## config.mk

```make
export PLATFORM = sky130hd
export DESIGN_NAME = packet_word_merger_with_seq_top
export DESIGN_NICKNAME = d
export VERILOG_FILES = /design/src/design/pwmseq_pkg.sv /design/src/design/pwmseq_merge.sv /design/src/design/pwmseq_out_fifo.sv /design/src/design/packet_word_merger_with_seq_top.sv
export SDC_FILE = /design/constraint.sdc
export NUM_CORES = 1
export LEC_CHECK = 0
export BUFFER_PORTS_ARGS = -buffer_cell sky130_fd_sc_hd__buf_2
export CAP_MARGIN = 20
export CORE_ASPECT_RATIO = 0.8
export CORE_MARGIN = 2
export CORE_UTILIZATION = 45
export CTS_CLUSTER_DIAMETER = 30
export DETAILED_ROUTE_END_ITERATION = 12
export REMOVE_ABC_BUFFERS = 1
export SLEW_MARGIN = 15
export SYNTH_ARGS = -nofsm -noshare
export SYNTH_HDL_FRONTEND = slang
export SYNTH_SLANG_ARGS = --single-unit
```

## constraint.sdc

```tcl
create_clock -name clk -period 11.1 [get_ports clk]
set_input_delay 0 -clock clk [delete_from_list [all_inputs] [get_ports clk]]
set_output_delay 0 -clock clk [all_outputs]
set_load 0.05 [all_outputs]
```

## src/design/pwmseq_pkg.sv

```systemverilog
// ----------------------------------------------------------------------------
// pwmseq_pkg
// Shared types and codes for the packet word merger with sequence numbers.
// ----------------------------------------------------------------------------
`default_nettype none

package pwmseq_pkg;

  localparam int NUM_PORTS_DEF = 16;
  localparam int SEQ_BITS_DEF  = 16;

  localparam logic [7:0] WPM_RESET = 8'd128;

  localparam int OUT_DEPTH = 4;
  localparam int PTR_W     = $clog2(OUT_DEPTH);
  localparam int CNT_W     = $clog2(OUT_DEPTH + 1);

  localparam logic [1:0] REQ_INIT    = 2'd0;
  localparam logic [1:0] REQ_NONINIT = 2'd1;
  localparam logic [1:0] REQ_WORD    = 2'd2;
  localparam logic [1:0] REQ_EMPTY   = 2'd3;

  localparam logic [1:0] KIND_DESC   = 2'd0;
  localparam logic [1:0] KIND_PKT    = 2'd1;
  localparam logic [1:0] KIND_MERGED = 2'd2;

  localparam logic REG_WPM = 1'b0;

  typedef struct packed {
    logic [1:0]  req_type;
    logic [3:0]  port;
    logic [2:0]  priority_req;
    logic [31:0] packet_id;
    logic [13:0] packet_size;
    logic        start_flag;
    logic        end_flag;
    logic        first_chunk;
    logic        last_chunk;
    logic [7:0]  valid_bytes;
  } item_t;

  typedef struct packed {
    logic [1:0]  kind;
    logic [3:0]  port;
    logic [2:0]  prio;
    logic [31:0] packet_id;
    logic [13:0] packet_size;
    logic        start_flag;
    logic        end_flag;
    logic        first_chunk;
    logic        last_chunk;
    logic [15:0] valid_bytes;
    logic [15:0] seq;
    logic        last_of_run;
  } result_t;

  typedef struct packed {
    logic push0;
    logic push1;
  } push_t;

  typedef struct packed {
    logic             room;
    logic [CNT_W-1:0] level;
  } fifo_status_t;

endpackage

`default_nettype wire

```

## src/design/pwmseq_merge.sv

```systemverilog
// ----------------------------------------------------------------------------
// pwmseq_merge
// Grant decode, word accumulator and per-port sequence counters.
// ----------------------------------------------------------------------------
`default_nettype none

module pwmseq_merge #(
  parameter int NUM_PORTS = pwmseq_pkg::NUM_PORTS_DEF,
  parameter int SEQ_BITS  = pwmseq_pkg::SEQ_BITS_DEF
) (
  input  wire logic                clk,
  input  wire logic                rst,
  input  wire logic                fire,
  input  wire pwmseq_pkg::item_t   item,
  input  wire logic [7:0]          wpm,
  output pwmseq_pkg::result_t      res0,
  output pwmseq_pkg::result_t      res1,
  output pwmseq_pkg::push_t        push
);

  localparam int IDX_W = (NUM_PORTS > 1) ? $clog2(NUM_PORTS) : 1;

  logic [7:0]          merged_count;
  logic [31:0]         acc_packet_id;
  logic [3:0]          acc_port;
  logic [2:0]          acc_prio;
  logic [13:0]         acc_size;
  logic [3:0]          acc_flags;
  logic [15:0]         acc_vb;
  logic [SEQ_BITS-1:0] port_seq [NUM_PORTS];

  logic [7:0]          merged_count_next;
  logic [31:0]         acc_packet_id_next;
  logic [3:0]          acc_port_next;
  logic [2:0]          acc_prio_next;
  logic [13:0]         acc_size_next;
  logic [3:0]          acc_flags_next;
  logic [15:0]         acc_vb_next;

  logic                blocked;
  logic [7:0]          cnt_inc;
  logic [3:0]          in_flags;
  logic                emit;
  logic                in_range;
  logic [IDX_W-1:0]    src_idx;
  logic [SEQ_BITS-1:0] seq_base;
  logic [SEQ_BITS-1:0] seq_inc;
  logic [31:0]         seq_wide;
  pwmseq_pkg::push_t   push_raw;

  always_comb begin
    merged_count_next  = merged_count;
    acc_packet_id_next = acc_packet_id;
    acc_port_next      = acc_port;
    acc_prio_next      = acc_prio;
    acc_size_next      = acc_size;
    acc_flags_next     = acc_flags;
    acc_vb_next        = acc_vb;
    res0               = '0;
    res1               = '0;
    push_raw           = '0;
    emit               = 1'b0;

    blocked  = (merged_count == 8'hFF) || ((wpm != 8'd0) && (merged_count >= wpm));
    cnt_inc  = merged_count + 8'd1;
    in_flags = {item.last_chunk, item.first_chunk, item.end_flag, item.start_flag};

    unique case (item.req_type) inside
      pwmseq_pkg::REQ_INIT: begin
        res0.kind        = pwmseq_pkg::KIND_DESC;
        res0.port        = item.port;
        res0.prio        = item.priority_req;
        res1.kind        = pwmseq_pkg::KIND_PKT;
        res1.port        = item.port;
        res1.prio        = item.priority_req;
        res1.last_of_run = 1'b1;
        push_raw         = '{push0: 1'b1, push1: 1'b1};
        merged_count_next  = '0;
        acc_packet_id_next = '0;
        acc_port_next      = '0;
        acc_prio_next      = '0;
        acc_size_next      = '0;
        acc_flags_next     = '0;
        acc_vb_next        = '0;
      end
      pwmseq_pkg::REQ_NONINIT: begin
        res0.kind        = pwmseq_pkg::KIND_PKT;
        res0.port        = item.port;
        res0.prio        = item.priority_req;
        res0.last_of_run = 1'b1;
        push_raw         = '{push0: 1'b1, push1: 1'b0};
        merged_count_next  = '0;
        acc_packet_id_next = '0;
        acc_port_next      = '0;
        acc_prio_next      = '0;
        acc_size_next      = '0;
        acc_flags_next     = '0;
        acc_vb_next        = '0;
      end
      pwmseq_pkg::REQ_WORD, pwmseq_pkg::REQ_EMPTY: begin
        if (!blocked) begin
          merged_count_next = cnt_inc;
          if (item.req_type == pwmseq_pkg::REQ_WORD) begin
            if (cnt_inc == 8'd1) begin
              acc_packet_id_next = item.packet_id;
              acc_port_next      = item.port;
              acc_prio_next      = item.priority_req;
              acc_size_next      = item.packet_size;
              acc_flags_next     = in_flags;
              acc_vb_next        = 16'(item.valid_bytes);
            end else begin
              acc_flags_next = acc_flags | in_flags;
              acc_vb_next    = acc_vb + 16'(item.valid_bytes);
            end
          end
          emit = (wpm != 8'd0) && (cnt_inc == wpm);
        end
      end
      default: begin
      end
    endcase

    in_range = (32'(acc_port_next) < 32'(NUM_PORTS));
    src_idx  = IDX_W'(acc_port_next);
    if (!in_range || (acc_flags_next[0] && acc_flags_next[2])) begin
      seq_base = '0;
    end else begin
      seq_base = port_seq[src_idx];
    end
    seq_inc  = seq_base + SEQ_BITS'(1);
    seq_wide = 32'(seq_base);

    if (emit) begin
      res0.kind        = pwmseq_pkg::KIND_MERGED;
      res0.port        = acc_port_next;
      res0.prio        = acc_prio_next;
      res0.packet_id   = acc_packet_id_next;
      res0.packet_size = acc_size_next;
      res0.start_flag  = acc_flags_next[0];
      res0.end_flag    = acc_flags_next[1];
      res0.first_chunk = acc_flags_next[2];
      res0.last_chunk  = acc_flags_next[3];
      res0.valid_bytes = acc_vb_next;
      res0.seq         = seq_wide[15:0];
      res0.last_of_run = 1'b1;
    end
  end

  assign push.push0 = fire && (push_raw.push0 || emit);
  assign push.push1 = fire && push_raw.push1;

  always_ff @(posedge clk) begin
    if (rst) begin
      merged_count  <= '0;
      acc_packet_id <= '0;
      acc_port      <= '0;
      acc_prio      <= '0;
      acc_size      <= '0;
      acc_flags     <= '0;
      acc_vb        <= '0;
      for (int i = 0; i < NUM_PORTS; i++) begin
        port_seq[i] <= '0;
      end
    end else if (fire) begin
      merged_count  <= merged_count_next;
      acc_packet_id <= acc_packet_id_next;
      acc_port      <= acc_port_next;
      acc_prio      <= acc_prio_next;
      acc_size      <= acc_size_next;
      acc_flags     <= acc_flags_next;
      acc_vb        <= acc_vb_next;
      if (emit && in_range) begin
        port_seq[src_idx] <= seq_inc;
      end
    end
  end

endmodule

`default_nettype wire

```

## src/design/pwmseq_out_fifo.sv

```systemverilog
// ----------------------------------------------------------------------------
// pwmseq_out_fifo
// Four-entry result queue taking up to two results per cycle.
// ----------------------------------------------------------------------------
`default_nettype none

module pwmseq_out_fifo (
  input  wire logic                 clk,
  input  wire logic                 rst,
  input  wire pwmseq_pkg::push_t    push,
  input  wire pwmseq_pkg::result_t  res0,
  input  wire pwmseq_pkg::result_t  res1,
  input  wire logic                 out_stall,
  output logic                      out_valid,
  output pwmseq_pkg::result_t       out_res,
  output pwmseq_pkg::fifo_status_t  status
);

  localparam int PTR_W = pwmseq_pkg::PTR_W;
  localparam int CNT_W = pwmseq_pkg::CNT_W;

  pwmseq_pkg::result_t entries [pwmseq_pkg::OUT_DEPTH];

  logic [PTR_W-1:0] wr_ptr;
  logic [PTR_W-1:0] rd_ptr;
  logic [CNT_W-1:0] level;
  logic [PTR_W-1:0] wr_ptr_next;
  logic [CNT_W-1:0] level_next;
  logic [CNT_W-1:0] n_push;
  logic             pop;

  always_comb begin
    pop         = out_valid && !out_stall;
    n_push      = CNT_W'(push.push0) + CNT_W'(push.push1);
    wr_ptr_next = wr_ptr + PTR_W'(n_push);
    level_next  = level + n_push - CNT_W'(pop);
  end

  assign out_valid    = (level != '0);
  assign out_res      = entries[rd_ptr];
  assign status.room  = (level <= CNT_W'(pwmseq_pkg::OUT_DEPTH - 2));
  assign status.level = level;

  always_ff @(posedge clk) begin
    if (push.push0) begin
      entries[wr_ptr] <= res0;
    end
    if (push.push1) begin
      entries[wr_ptr + PTR_W'(1)] <= res1;
    end
  end

  always_ff @(posedge clk) begin
    if (rst) begin
      wr_ptr <= '0;
      rd_ptr <= '0;
      level  <= '0;
    end else begin
      wr_ptr <= wr_ptr_next;
      level  <= level_next;
      if (pop) begin
        rd_ptr <= rd_ptr + PTR_W'(1);
      end
    end
  end

endmodule

`default_nettype wire

```

## src/design/packet_word_merger_with_seq_top.sv

```systemverilog
// ----------------------------------------------------------------------------
// packet_word_merger_with_seq_top
// Turns arbiter grants into FIFO requests and merges popped FIFO words into
// wide words tagged with a per-source-port sequence number.
//
//   channel   handshake            payload
//   input     in_valid/in_stall    req_type, port, priority_req, packet_id, ...
//   output    out_valid/out_stall  out_kind, out_port, ..., last_of_run
//   config    APB psel/penable     words_per_merge at byte address 0
//
// One item is taken per cycle while in_stall is low; it waits in the input
// register until it fires, then its results go into the four-entry queue.
// It waits while the queue has fewer than two free entries, so the output
// drain rate of one result per cycle, while out_stall is low, sets the rate
// for grants. Reset is synchronous and clears all counters at once.
// ----------------------------------------------------------------------------
`default_nettype none

module packet_word_merger_with_seq_top #(
  parameter int NUM_PORTS = pwmseq_pkg::NUM_PORTS_DEF,
  parameter int SEQ_BITS  = pwmseq_pkg::SEQ_BITS_DEF
) (
  input  wire logic        clk,
  input  wire logic        rst,

  input  wire logic        psel,
  input  wire logic        penable,
  input  wire logic        pwrite,
  input  wire logic [2:0]  paddr,
  input  wire logic [31:0] pwdata,
  output logic [31:0]      prdata,
  output logic             pready,

  input  wire logic        in_valid,
  output logic             in_stall,
  input  wire logic [1:0]  req_type,
  input  wire logic [3:0]  port,
  input  wire logic [2:0]  priority_req,
  input  wire logic [31:0] packet_id,
  input  wire logic [13:0] packet_size,
  input  wire logic        start_flag,
  input  wire logic        end_flag,
  input  wire logic        first_chunk,
  input  wire logic        last_chunk,
  input  wire logic [7:0]  valid_bytes,

  output logic             out_valid,
  input  wire logic        out_stall,
  output logic [1:0]       out_kind,
  output logic [3:0]       out_port,
  output logic [2:0]       out_priority,
  output logic [31:0]      out_packet_id,
  output logic [13:0]      out_packet_size,
  output logic             out_start,
  output logic             out_end,
  output logic             out_first_chunk,
  output logic             out_last_chunk,
  output logic [15:0]      out_valid_bytes,
  output logic [15:0]      sequence_number,
  output logic             last_of_run
);

  logic [7:0]                words_per_merge;
  logic                      in_q_valid;
  pwmseq_pkg::item_t         in_q;
  logic                      fire;
  logic                      take;
  pwmseq_pkg::result_t       res0;
  pwmseq_pkg::result_t       res1;
  pwmseq_pkg::push_t         push;
  pwmseq_pkg::result_t       out_res;
  pwmseq_pkg::fifo_status_t  fstat;

  assign pready = 1'b1;
  assign prdata = (paddr[2] == pwmseq_pkg::REG_WPM) ? {24'd0, words_per_merge} : 32'd0;

  always_ff @(posedge clk) begin
    if (rst) begin
      words_per_merge <= pwmseq_pkg::WPM_RESET;
    end else if (psel && penable && pwrite && pready &&
                 (paddr[2] == pwmseq_pkg::REG_WPM)) begin
      words_per_merge <= pwdata[7:0];
    end
  end

  assign fire     = in_q_valid && fstat.room;
  assign in_stall = in_q_valid && !fstat.room;
  assign take     = in_valid && !in_stall;

  always_ff @(posedge clk) begin
    if (rst) begin
      in_q_valid <= 1'b0;
    end else if (take) begin
      in_q_valid <= 1'b1;
    end else if (fire) begin
      in_q_valid <= 1'b0;
    end
  end

  always_ff @(posedge clk) begin
    if (take) begin
      in_q <= '{req_type: req_type, port: port, priority_req: priority_req,
                packet_id: packet_id, packet_size: packet_size,
                start_flag: start_flag, end_flag: end_flag,
                first_chunk: first_chunk, last_chunk: last_chunk,
                valid_bytes: valid_bytes};
    end
  end

  pwmseq_merge #(
    .NUM_PORTS (NUM_PORTS),
    .SEQ_BITS  (SEQ_BITS)
  ) u_merge (
    .clk  (clk),
    .rst  (rst),
    .fire (fire),
    .item (in_q),
    .wpm  (words_per_merge),
    .res0 (res0),
    .res1 (res1),
    .push (push)
  );

  pwmseq_out_fifo u_out_fifo (
    .clk       (clk),
    .rst       (rst),
    .push      (push),
    .res0      (res0),
    .res1      (res1),
    .out_stall (out_stall),
    .out_valid (out_valid),
    .out_res   (out_res),
    .status    (fstat)
  );

  assign out_kind        = out_res.kind;
  assign out_port        = out_res.port;
  assign out_priority    = out_res.prio;
  assign out_packet_id   = out_res.packet_id;
  assign out_packet_size = out_res.packet_size;
  assign out_start       = out_res.start_flag;
  assign out_end         = out_res.end_flag;
  assign out_first_chunk = out_res.first_chunk;
  assign out_last_chunk  = out_res.last_chunk;
  assign out_valid_bytes = out_res.valid_bytes;
  assign sequence_number = out_res.seq;
  assign last_of_run     = out_res.last_of_run;

  a_level_bound: assert property (@(posedge clk) disable iff (rst)
    32'(fstat.level) <= pwmseq_pkg::OUT_DEPTH)
    else $error("result queue overfilled");

  a_stall_needs_item: assert property (@(posedge clk) disable iff (rst)
    in_stall |-> in_q_valid)
    else $error("input stalled with an empty input register");

  a_grant_gives_result: assert property (@(posedge clk) disable iff (rst)
    fire && ((in_q.req_type == pwmseq_pkg::REQ_INIT) ||
             (in_q.req_type == pwmseq_pkg::REQ_NONINIT)) |=> out_valid)
    else $error("grant transfer produced no request");

  a_init_two_results: assert property (@(posedge clk) disable iff (rst)
    fire && (in_q.req_type == pwmseq_pkg::REQ_INIT) |-> push.push0 && push.push1)
    else $error("initial grant did not queue two requests");

endmodule

`default_nettype wire

```

== After elaboration in Yosys (flattened, before gate mapping) ==
Memory sizes are Yosys's and may differ from the RTL's. A register that Yosys moved wholly into a read port is not among the register bits.
Cells that the tools add are included.

* Add/sub/neg operators: 9
* $lt $le $gt $ge: 2
* Equality and inequality tests: 7
* Muxes and demuxes: 53
* Bitwise operators: 2
* Reductions and logical operators: 26

{| class="wikitable"
|+ Operators by type and width
! kind !! number
|-
| $mux 32 || 3
|-
| $mux 92 || 1
|-
| $mux 16 || 5
|-
| $pmux 32 s2 || 1
|-
| $mux 14 || 3
|-
| $pmux 16 s2 || 1
|-
| $pmux 8 s2 || 2
|-
| $mux 4 || 7
|-
| $pmux 14 s2 || 1
|-
| $mux 8 || 3
|-
| $mux 1 || 17
|-
| $add 16x1->16 const B || 1
|-
| $add 16x8->16 || 1
|-
| $pmux 4 s2 || 2
|-
| $reduce_or 16->1 || 1
|-
| $logic_and 1x1->1 || 12
|-
| $mux 3 || 3
|-
| $add 8x1->8 const B || 1
|-
| $eq 8x1->1 const B || 1
|-
| $eq 8x8->1 || 1
|-
| $eq 8x8->1 const B || 1
|-
| $ge 8x8->1 || 1
|-
| $reduce_bool 8->1 || 1
|-
| $pmux 3 s2 || 1
|-
| 20 further kinds || 28
|}

* Bits in registers: 164
* Bits in writable memories: 624
* Bits of input ports: 109
* Output and inout bits: 127
* Word-level logic and storage cells: 123
* Memories kept: 2

{| class="wikitable"
|+ Memories
! name !! words !! width !! read ports !! clocked after memory_dff !! write ports !! line !! source
|-
| u_out_fifo.entries || 4 || 92 || 1 || 1 || 2 || pwmseq_out_fifo.sv:22 || <nowiki>pwmseq_pkg::result_t entries [pwmseq_pkg::OUT_DEPTH];</nowiki>
|-
| u_merge.port_seq || 16 || 16 || 1 || 0 || 16 || pwmseq_merge.sv:30 || <nowiki>logic [SEQ_BITS-1:0] port_seq [NUM_PORTS];</nowiki>
|}

== Depth between registers and ports, before layout ==
* Depth after elaboration: 11
* Mapped depth: 25
* Gate-level depth less buffers: 18

== Cells and area by module ==
From an unflattened synthesis, not the netlist that was laid out.

* Cell total of the unflattened synthesis: 3,016
* Area total of the unflattened synthesis: 39,334.0 um2

{| class="wikitable"
|+ By module, submodules not included
! module !! instances !! cells each !! area an instance (um2) !! seq. area each (um2)
|-
| pwmseq_merge || 1 || 1,930 || 18,459.0 || 9,308.9
|-
| pwmseq_out_fifo || 1 || 944 || 18,188.7 || 11,230.8
|-
| packet_word_merger_with_seq_top || 1 || 142 || 2,686.3 || 2,192.1
|}

== Least setup slack after synthesis ==
Ideal clock, no wire load.

* Path type: reg-to-reg
* From: register u_merge.merged_count[0]
* To: memory u_merge.port_seq[0][14] (netlist bit) (data pin)
* Library setup time: 0.256 ns
* Arrival: 5.597 ns
* Data required time: 10.844 ns
* Setup slack: 5.247 ns
* Stages on the path, launching flop included: 26
* Buffers on the path: 7
* Period minus slack after synthesis: 5.853 ns
* Path through: dfxtp_1 -> inv_1 -> ha_1 -> nand2b_1 -> a2111oi_0 -> o31ai_1 -> nor3_4 -> nand3_2 -> nand2_2 -> buf_6 -> buf_8 -> clkbuf_1 -> clkbuf_1 -> nand2_1 -> nand3_1 -> nand4_1 -> clkinv_1 -> buf_1 -> ha_1 -> inv_1 -> or4_1 -> buf_2 -> nor4_2 -> xnor2_1 -> buf_4 -> nor2_2

{| class="wikitable"
|+ RTL lines
! item !! line !! source
|-
| start: declaration || pwmseq_merge.sv:23 || <nowiki>logic [7:0] merged_count;</nowiki>
|-
| start signal: assignment || pwmseq_merge.sv:165 || <nowiki>merged_count <= merged_count_next;</nowiki>
|-
| end: declaration || pwmseq_merge.sv:30 ||
|}

==> results.ini <==
[outcome]
run_status = finished, final reports clean

[clocking]
clkSinkCount = 790
post_cts_buffers = 0
clockRootBuffer = clkbuf_16
clk_latency_ps = 730
cts_buffer_depth = 3
cts.clk_slew.worst_paths_ps = 60
postCtsResizedCells = 0
cts_tree = yes
htreeDepth = 4
numCtsBuffers = 140

[pwr]
design_power_total_mw = 8.60
cellLeakagePower_nw = 16.1
pwr-share-seq_pct = 37.3
p_sw_mw = 2.33
swShare_pct = 27.0
comb_power_share_pct = 11.5
clockPowerShare_pct = 51.3
pwr_density_cell_mw_per_mm2 = 202
worst_ir_drop_vdd_mv = 0.115
internal_power_mw = 6.28

[synthesis]
synth_edf_count = 359
ys.flop_type = dfxtp_1
yosys_warnings = 0
ys_ff_latch = 790
synth_most_common_cell = nand2_1
synth.avg_cell_area_um2 = 10.0
synth_area_leaders = edfxtp_1 31%, dfxtp_1 25%, mux4_2 6.0%
yosysUniqueCellTypes = 92
async_flop_share_pct = 0
synthCells = 3471
synth_top_area_cell = edfxtp_1
syn_area_mm2 = 0.0347
ys_seq_area_share_pct = 55.9
synth_common_cells = 501 x nand2_1, 431 x dfxtp_1, 400 x nor2_1
yosysTopAreaCellShare_pct = 31.0

[setup_path]
cpMostUsedCell = buf_4
setup.worst_path.class = flip-flop to flip-flop
cp_cell_sequence = inv_1 -> ha_1 -> nand2b_1 -> a2111oi_0 -> o31ai_1 -> nor3_4 -> buf_4 -> nand2_4 -> buf_4 -> a21oi_1 -> o32ai_1 -> nor4bb_1 -> nand4bb_1 -> or4_1 -> nor4_2 -> xor2_2 -> nor2_1
cp.arrival_ps = 8500
critPathMaxStageDelay_ps = 1040
critPathLaunchType = flip-flop
worstSetupEndpointType = flip-flop
r2r_cells = 17
path_max_fanout = 56
critical_path.top_delay_family = simple AND/OR/NAND/NOR gates
cp.required_ps = 11520
cp_num_buf_inv = 3
cp_slowest_cell = a21oi_1
crit_cells = 17

[layout]
syn_to_final_growth_pct = 22.9
fillCellCount = 6676
drive_gt1_share_pct = 17.1
fin_nets = 3857
fin_cells = 4865

[timing]
clock-skew-final_ps = 28.3
period_minus_slack_ps = 8080
period_share_pct = 72.8
fin_setup_tns_ps = 0
hold_violations = 0
maxSlewViolCount = 0
clock.fmax_mhz = 124
setup_violations = 0
worstMarginPinSlew_ps = 1210
slew_headroom_pct = 19.2
rsz0062_at_grt = no

[place]
gp_congestion = 0.882
hpwl_um = 63800
dp.cells = 4457
io_buffer_count = 184

[grt]
first_global_vias = 27200
grt_max_degree = 98
grtUsageTotal_pct = 27.3
grt_pass1_wl_um = 166000
gr-total-overflow = 0
antenna_found_initial = 1

[route]
drc = 0
dr.pass1.iters = 6
vias = 28400
drt_wl_total_um = 110000
routed_via_density = 5.84
avgRoutedWirePerCell_um = 22.6
dr.first_iter.drc_count = 2719
ant_nets = 0

[floorplanning]
rows = 91
io_pins = 236
dieWidth_um = 315
core_mm2 = 0.0767
die_area_mm2 = 0.0795
start_util_pct = 45.3
die_y_um = 253

[job]
max_cap_viol_count = 0

[worst_hold_path]
holdPathStages = 2
hold_class = input pin to flip-flop

[cells by family (layout without fill, tap and decap cells)]
logic type | Yosys count | in the layout | share of synthesized area (%)
AOI/OAI and AO/OA | 644 | 644 | 11.4
xor gates and xnor gates | 40 | 40 | 1.12
adders and majority gates | 26 | 26 | 0.980
buffers and inverters | 334 | 681 | 4.20
DFF | 790 | 790 | 55.9
muxes | 116 | 116 | 6.71
other | 2 | 26 | 0.0216
and+or+nand+nor | 1519 | 1519 | 19.7
[what timing repair did]
action                                 CTS  global route
setup endpoints to repair                0             0
hold buffers                           142             1
endpoints found under the hold margin   93             1
[worst register-to-register path, cell delays in order (launching register included)]
cell,delay (ps)
dfxtp_1,380
inv_1,110
ha_1,310
nand2b_1,150
a2111oi_0,610
o31ai_1,330
nor3_4,230
buf_4,440
nand2_4,220
buf_4,450
a21oi_1,1060
o32ai_1,220
nor4bb_1,1010
nand4bb_1,320
or4_1,630
nor4_2,420
xor2_2,840
nor2_1,70
[worst paths after layout]
| kind | startpoint | end | slack (ps) |
|---|---|---|---|
| min reg2reg | u_out_fifo.entries[1][6]$_SDFFE_PP0P_ | u_out_fifo.entries[1][6]$_SDFFE_PP0P_ | 440 |
| max | u_merge.merged_count[0]$_SDFFE_PP0P_ | u_merge.port_seq[15][10]$_SDFFCE_PN0P_ | 3020 |
| min | last_chunk | in_q[8]$_DFFE_PP_ | 30 |
| max reg2reg | u_merge.merged_count[0]$_SDFFE_PP0P_ | u_merge.port_seq[15][10]$_SDFFCE_PN0P_ | 3020 |
[power groups by stage]
stage	registers, mW	logic [mW]	clock network (mW)
finish	3.21	0.986	4.41
global route	3.22	1.04	4.59
CTS	3.21	0.974	4.45
detailed placement	3.26	0.934	0
global placement	3.26	0.928	0
floorplan	3.28	0.553	0
[area by class of cell]
class / instances / area, um^2 / share of cell area (%)
Sequential cell: 790 / 19400 / 45.5
Tap cell: 1023 / 1280 / 3.00
Antenna cell: 1 / 2.50 / 0.00586
Inverter: 29 / 109 / 0.255
Clock buffer: 172 / 3840 / 8.99
Timing Repair Buffer: 391 / 2890 / 6.76
Multi-Input combinational cell: 2370 / 14100 / 33.1
Clock inverter: 89 / 1040 / 2.44
[layer usage]
metal	up-vias	track usage (%)	wire length [um]
li1	13000	-	-
met1	13900	38.8	47600
met2	1310	41.8	50000
met3	229	4.87	9170
met4	0	10.3	3250
met5	-	0	0
[flip-flops by register name, summed over array words and instances (netlist names), named ones only]
name	count
u_out_fifo.rd_ptr	2
in_q	67
words_per_merge	8
u_out_fifo.wr_ptr	2
u_merge.acc_prio	3
u_merge.acc_packet_id	32
u_merge.acc_vb	16
u_out_fifo.entries	368
u_merge.port_seq	256
u_out_fifo.level	3
in_q_valid	1
u_merge.acc_port	4
u_merge.acc_flags	4
u_merge.merged_count	8
u_merge.acc_size	14
[metrics by stage]
stage	hold WS, ps	worst slack, ps	instance area, um^2	utilization (%)
2_1_floorplan	69.1	1340	33500	-
3_3_place_gp	177	3510	36300	47.3
3_5_place_dp	178	3400	36300	47.3
4_1_cts	1.68	3380	42600	55.5
5_1_grt	9.02	2840	42700	55.6
6_report	25.3	3020	42700	55.6
[cell usage in the layout, fill, tap and decap left out, drive strengths merged, types with 11 or more instances in the layout]
cell and instances:
nand2 503, dfxtp 431, nor2 420, nand3 381, edfxtp 359, o21ai 330, buf 248, clkbuf 172
dlygate4sd3 143, mux4 92, a21oi 80, and3 69, a22oi 65, inv 49, clkinv 43, a211oi 42
conb 25, nor3 25, ha 24, xnor2 24, nand2b 21, nor2b 21, a2111oi 21, mux2i 20
nand4 19, nor4 18, bufinv 16, xor2 16, a31oi 14, and2 11, a21o 11
No activity file was read; power rests on OpenSTA's default activity.
